[src/design/sha512_pkg.sv]
// sha512 package: shared types, codes and constants of the stream hasher
// used by the controller, datapath and top level; depends on nothing
`default_nettype none
package sha512_pkg;

  typedef logic [63:0] word_t;

  localparam int BCNT_W = 125;  // message length in bytes; bit length is this times 8
  localparam int ROUNDS = 80;

  // block kinds: how the 16 schedule words of a block are sourced
  localparam logic [1:0] KIND_DATA = 2'd0;  // all words from the block buffer
  localparam logic [1:0] KIND_ONE  = 2'd1;  // buffer, pad word, zeros, length
  localparam logic [1:0] KIND_PADA = 2'd2;  // buffer, pad word, zeros
  localparam logic [1:0] KIND_PADB = 2'd3;  // zeros and length

  typedef struct packed {
    logic       absorb;
    logic       load;
    logic       round_en;
    logic       update;
    logic       reinit;
    logic       err;
    logic [1:0] kind;
    logic [6:0] round;
    logic [2:0] idx;
  } cmd_t;

  typedef struct packed {
    logic blk_done;  // the absorbed byte completes a block
    logic ovf;
    logic two_blk;   // padding needs a second block
  } st_t;

  localparam word_t INIT_HASH [8] = '{
    64'h6A09E667F3BCC908, 64'hBB67AE8584CAA73B, 64'h3C6EF372FE94F82B,
    64'hA54FF53A5F1D36F1, 64'h510E527FADE682D1, 64'h9B05688C2B3E6C1F,
    64'h1F83D9ABFB41BD6B, 64'h5BE0CD19137E2179};

  localparam word_t ROUND_K [ROUNDS] = '{
    64'h428A2F98D728AE22, 64'h7137449123EF65CD, 64'hB5C0FBCFEC4D3B2F,
    64'hE9B5DBA58189DBBC, 64'h3956C25BF348B538, 64'h59F111F1B605D019,
    64'h923F82A4AF194F9B, 64'hAB1C5ED5DA6D8118, 64'hD807AA98A3030242,
    64'h12835B0145706FBE, 64'h243185BE4EE4B28C, 64'h550C7DC3D5FFB4E2,
    64'h72BE5D74F27B896F, 64'h80DEB1FE3B1696B1, 64'h9BDC06A725C71235,
    64'hC19BF174CF692694, 64'hE49B69C19EF14AD2, 64'hEFBE4786384F25E3,
    64'h0FC19DC68B8CD5B5, 64'h240CA1CC77AC9C65, 64'h2DE92C6F592B0275,
    64'h4A7484AA6EA6E483, 64'h5CB0A9DCBD41FBD4, 64'h76F988DA831153B5,
    64'h983E5152EE66DFAB, 64'hA831C66D2DB43210, 64'hB00327C898FB213F,
    64'hBF597FC7BEEF0EE4, 64'hC6E00BF33DA88FC2, 64'hD5A79147930AA725,
    64'h06CA6351E003826F, 64'h142929670A0E6E70, 64'h27B70A8546D22FFC,
    64'h2E1B21385C26C926, 64'h4D2C6DFC5AC42AED, 64'h53380D139D95B3DF,
    64'h650A73548BAF63DE, 64'h766A0ABB3C77B2A8, 64'h81C2C92E47EDAEE6,
    64'h92722C851482353B, 64'hA2BFE8A14CF10364, 64'hA81A664BBC423001,
    64'hC24B8B70D0F89791, 64'hC76C51A30654BE30, 64'hD192E819D6EF5218,
    64'hD69906245565A910, 64'hF40E35855771202A, 64'h106AA07032BBD1B8,
    64'h19A4C116B8D2D0C8, 64'h1E376C085141AB53, 64'h2748774CDF8EEB99,
    64'h34B0BCB5E19B48A8, 64'h391C0CB3C5C95A63, 64'h4ED8AA4AE3418ACB,
    64'h5B9CCA4F7763E373, 64'h682E6FF3D6B2B8A3, 64'h748F82EE5DEFB2FC,
    64'h78A5636F43172F60, 64'h84C87814A1F0AB72, 64'h8CC702081A6439EC,
    64'h90BEFFFA23631E28, 64'hA4506CEBDE82BDE9, 64'hBEF9A3F7B2C67915,
    64'hC67178F2E372532B, 64'hCA273ECEEA26619C, 64'hD186B8C721C0C207,
    64'hEADA7DD6CDE0EB1E, 64'hF57D4F7FEE6ED178, 64'h06F067AA72176FBA,
    64'h0A637DC5A2C898A6, 64'h113F9804BEF90DAE, 64'h1B710B35131C471B,
    64'h28DB77F523047D84, 64'h32CAAB7B40C72493, 64'h3C9EBE0A15C9BEBC,
    64'h431D67C49C100D4C, 64'h4CC5D4BECB3E42B6, 64'h597F299CFC657E2A,
    64'h5FCB6FAB3AD6FAEC, 64'h6C44198C4A475817};

endpackage
`default_nettype wire

[src/design/sha512_ctrl.sv]
// sha512 controller: sequences absorb, compression rounds and digest output
// depends on sha512_pkg
`default_nettype none
module sha512_ctrl (
  input  wire logic            clk,
  input  wire logic            rst,
  input  wire logic            in_valid,
  input  wire logic            in_mode,
  output logic                 in_ready,
  output logic                 out_valid,
  input  wire logic            out_ready,
  input  wire sha512_pkg::st_t st,
  output sha512_pkg::cmd_t     cmd
);
  import sha512_pkg::*;

  localparam logic [2:0] S_IDLE   = 3'd0;
  localparam logic [2:0] S_LOAD   = 3'd1;
  localparam logic [2:0] S_ROUND  = 3'd2;
  localparam logic [2:0] S_UPDATE = 3'd3;
  localparam logic [2:0] S_OUT    = 3'd4;
  localparam logic [2:0] S_ERR    = 3'd5;

  logic [2:0] state, state_next;
  logic [1:0] kind, kind_next;
  logic [6:0] round, round_next;
  logic [2:0] idx, idx_next;

  // next state and commands
  always_comb begin
    state_next = state;
    kind_next  = kind;
    round_next = round;
    idx_next   = idx;
    in_ready   = 1'b0;
    out_valid  = 1'b0;
    cmd        = '0;
    cmd.kind   = kind;
    cmd.round  = round;
    cmd.idx    = idx;
    unique case (state)
      S_IDLE: begin
        in_ready = 1'b1;
        if (in_valid) begin
          if (!in_mode) begin
            cmd.absorb = 1'b1;
            if (st.blk_done) begin
              kind_next  = KIND_DATA;
              state_next = S_LOAD;
            end
          end else if (st.ovf) begin
            state_next = S_ERR;
          end else begin
            kind_next  = st.two_blk ? KIND_PADA : KIND_ONE;
            state_next = S_LOAD;
          end
        end
      end
      S_LOAD: begin
        cmd.load   = 1'b1;
        round_next = '0;
        state_next = S_ROUND;
      end
      S_ROUND: begin
        cmd.round_en = 1'b1;
        round_next   = round + 7'd1;
        if (round == 7'(ROUNDS - 1)) begin
          state_next = S_UPDATE;
        end
      end
      S_UPDATE: begin
        cmd.update = 1'b1;
        idx_next   = '0;
        if (kind == KIND_PADA) begin
          kind_next  = KIND_PADB;
          state_next = S_LOAD;
        end else if (kind == KIND_DATA) begin
          state_next = S_IDLE;
        end else begin
          state_next = S_OUT;
        end
      end
      S_OUT: begin
        out_valid = 1'b1;
        if (out_ready) begin
          idx_next = idx + 3'd1;
          if (idx == 3'd7) begin
            cmd.reinit = 1'b1;
            state_next = S_IDLE;
          end
        end
      end
      S_ERR: begin
        out_valid = 1'b1;
        cmd.err   = 1'b1;
        if (out_ready) begin
          cmd.reinit = 1'b1;
          state_next = S_IDLE;
        end
      end
      default: state_next = S_IDLE;
    endcase
  end

  // state registers
  always_ff @(posedge clk) begin
    if (rst) begin
      state <= S_IDLE;
      kind  <= KIND_DATA;
      round <= '0;
      idx   <= '0;
    end else begin
      state <= state_next;
      kind  <= kind_next;
      round <= round_next;
      idx   <= idx_next;
    end
  end

`ifndef SYNTHESIS
  a_round_range: assert property (@(posedge clk) disable iff (rst)
    state == S_ROUND |-> round < 7'(ROUNDS))
    else $error("round counter out of range");
  a_last_round: assert property (@(posedge clk) disable iff (rst)
    (state == S_ROUND && round == 7'(ROUNDS - 1)) |=> state == S_UPDATE)
    else $error("compression did not end after the last round");
  a_no_overlap: assert property (@(posedge clk) disable iff (rst)
    !(in_ready && out_valid))
    else $error("input taken while a result is pending");
  a_second_block: assert property (@(posedge clk) disable iff (rst)
    (state == S_UPDATE && kind == KIND_PADA) |=> (state == S_LOAD && kind == KIND_PADB))
    else $error("second padding block skipped");
`endif
endmodule
`default_nettype wire

[config.mk]
export PLATFORM = sky130hd
export DESIGN_NAME = sha512_ctrl
export DESIGN_NICKNAME = d
export VERILOG_FILES = /design/src/design/sha512_pkg.sv /design/src/design/sha512_ctrl.sv
export SDC_FILE = /design/constraint.sdc
export NUM_CORES = 1
export LEC_CHECK = 0
export ABC_CLOCK_PERIOD_IN_PS = 1400
export BUFFER_PORTS_ARGS = -buffer_cell sky130_fd_sc_hd__buf_2
export CAP_MARGIN = 15
export CORE_UTILIZATION = 35
export CTS_BUF_LIST = sky130_fd_sc_hd__clkbuf_2 sky130_fd_sc_hd__clkbuf_4 sky130_fd_sc_hd__clkbuf_8
export CTS_CLUSTER_SIZE = 20
export DETAILED_ROUTE_END_ITERATION = 12
export PLACE_DENSITY_LB_ADDON = 0.08
export SETUP_SLACK_MARGIN = 0.1
export SKIP_LAST_GASP = 1
export SYNTH_ARGS = -nofsm -noshare
export SYNTH_HDL_FRONTEND = slang
export SYNTH_SLANG_ARGS = --single-unit
[constraint.sdc]
create_clock -name clk -period 1.4 [get_ports clk]
set_clock_uncertainty 0.05 [all_clocks]
set_input_delay 0 -clock clk [delete_from_list [all_inputs] [get_ports clk]]
set_output_delay 0 -clock clk [all_outputs]
set_load 0.005 [all_outputs]
==> metrics <==
Cell Rows=17; Antenna Cells=0; FFs w/ async S/R, synth=0%; crit path DAT=1.53 ns; Clock Latency Late Sink=0.29 ns; IO Pins=28; worst r2r src=state[0]; commonest cells after routing, fill and taps aside=buf_2, buf_4, nor2_1, buf_6; worst rel slew slack=76.6%; P_leak=0.662 nW; Vias/cell=5.14; worst r2r dst=kind[1]; Routed wire per std cell=13.5 um; Worst Hold Depth=4; Critical Path RT=1.53 ns; hold endpoint=kind[0]; CP max FO=7; max frequency=716 MHz; Post-Route WL=2.47 mm; deepest level of the CTS H-tree=1; share of cells above drive strength 1=56.8%; number of remaining DRC errors=0; DR iter-0 viols=7; Netlist cell types=40; largest net degree at the start of global routing=19; first-pass GRT wire length=3.66 mm; Worst setup SP type=flop; actual slew at the worst max-slew pin=0.347 ns; CTS root buffer=clkbuf_4; hold path startpoint=st[0]; Max VDD drop=0.00103 V; Detail Placement HPWL=1.54 mm; Final nets=167; final hold vios=0; commonest non-fill, non-tap cell in the layout=buf_2; Pre-antenna DRT Iters=4; Final min period=1.40 ns; clock buffer depth=2; path category of the worst min-delay check=in -> reg; initial antenna violation count=0; RSZ-0062 raised after global routing=true; input/output buffers=27; Avg Cell Area, Syn=8.71 um2; Worst Path Class, Setup=reg -> reg; gr ovfl total=0; most used flip-flop cell after synthesis=dfxtp_1; Starting Density=38.3%; EDFF count, synth=0; clk sink count=15; GRT Resource Usage Total=18.4%; Syn. warnings=0; RD Place Congestion=0.775; Reg clk slew, reported paths=0.10 ns; reg2reg setup slack=0.003 ns; Tot Pwr=1.71 mW; worst-case reg-to-reg path depth=4; CTS tree=yes; max-slew violation count=0; area delta synth->final=70.0%; CP endpoint kind=flop; cells after synthesis=100; Num CTS Buffers=3; Setup WS post-layout=0.00342 ns; Via Count=941; core area=2280 um2; Setup Slack @ Placement=-0.0485 ns; Die ar.=2690 um2; chip width=51.9 um; fin crit share=99.8%; Die Ht=51.9 um; Routed Antenna Nets=0; sequential fraction of the synthesis area=34.5%; Final Setup Violations=0; Syn Nets=111; PwrDens=1150 nW/um2; synthesized area=871 um2; count of maximum capacitance violations=0; vias in the first global route=828; outcome=completed; register bit total from synthesis=15
==> metrics by stage <==
step / std cells / setup TNS (ns) / area [um2] / utilization, % / hold WS (ns)
after floorplan: 100 / 0 / 890 / - / 0.0797
after global placement: 165 / 0 / 1140 / 50.2 / 0.273
after detailed placement: 165 / -0.0879 / 1140 / 50.2 / 0.278
after CTS: 177 / -0.0186 / 1290 / 56.7 / 0.0202
after global routing: 183 / -0.0619 / 1480 / 65.0 / 0.0172
final: 183 / 0 / 1480 / 65.0 / 0.0162
==> logic make-up after synthesis <==
| kind of cell | count (synthesis) | share of synthesized area, % |
|---|---|---|
| and+or+nand+nor | 45 | 31.9 |
| muxes | 6 | 7.04 |
| DFF | 15 | 34.5 |
| AOI/OAI and AO/OA | 22 | 16.5 |
| adders and majority gates | 3 | 4.31 |
| buffers and inverters | 9 | 5.75 |
==> sequential cells by signal, indices dropped and copies added (netlist names) <==
name / count
idx: 3
kind: 2
round: 7
state: 3
==> how the worst max path moves through the flow <==
stage	cells past startpoint	endpoint	slack, ns	start
6_report	4	kind[1]	0.003	state[0]
5_1_grt	4	kind[1]	-0.03	state[0]
4_1_cts	4	kind[1]	-0.01	state[0]
3_5_place_dp	4	kind[1]	-0.05	state[0]
3_3_place_gp	4	kind[1]	0.007	state[2]
2_1_floorplan	5	kind[1]	0.07	state[1]
==> power by group <==
| group | internal (mW) | leakage, nW | switching (mW) |
|---|---|---|---|
| Combinational | 0.534 | 0.521 | 0.355 |
| Sequential | 0.480 | 0.126 | 0.0742 |
| Clock | 0.109 | 0.0139 | 0.157 |
| Total | 1.12 | 0.662 | 0.586 |
==> what timing repair did <==
action,CTS,global route
gates resized for setup,17,28
cloned,0,0
hold endpoints to repair,1,0
pin swaps,9,12
setup buffers,7,6
setup endpoints to repair,21,21
hold buffers,1,0
==> worst max-delay path, stage by stage, from the launching register on <==
cell      delay, ns
dfxtp_4        0.43
and4b_1        0.25
nor2_2         0.06
a211oi_4       0.18
mux2_4         0.32
==> metal layers <==
metal	routed length (um)	global-route usage, %	vias up
met1	1060	23.2	444
li1	-	-	474
met3	89	5.26	4
met2	1280	30.8	19
met4	39	4.05	0
met5	0	0	-
==> synth_stat cells (3+ instances only) <==
cell      n  area share, %
a21oi_1   7            4.0
a22oi_1   3            2.6
and3_1    3            2.2
dfxtp_1  15             34
ha_1      3            4.3
mux2i_1   5            5.7
nor2_1   17            7.3
nor2b_1   5            3.6
o21ai_0   3            1.7
==> layout make-up <==
type	count	area (um2)
Fill cell	195	796
Multi-Input combinational cell	76	659
Timing Repair Buffer	57	427
Sequential cell	15	318
Tap cell	28	35.0
Clock buffer	3	22.5
Inverter	3	11.3
Clock inverter	1	7.51
No activity file was read; power rests on OpenSTA's default activity.
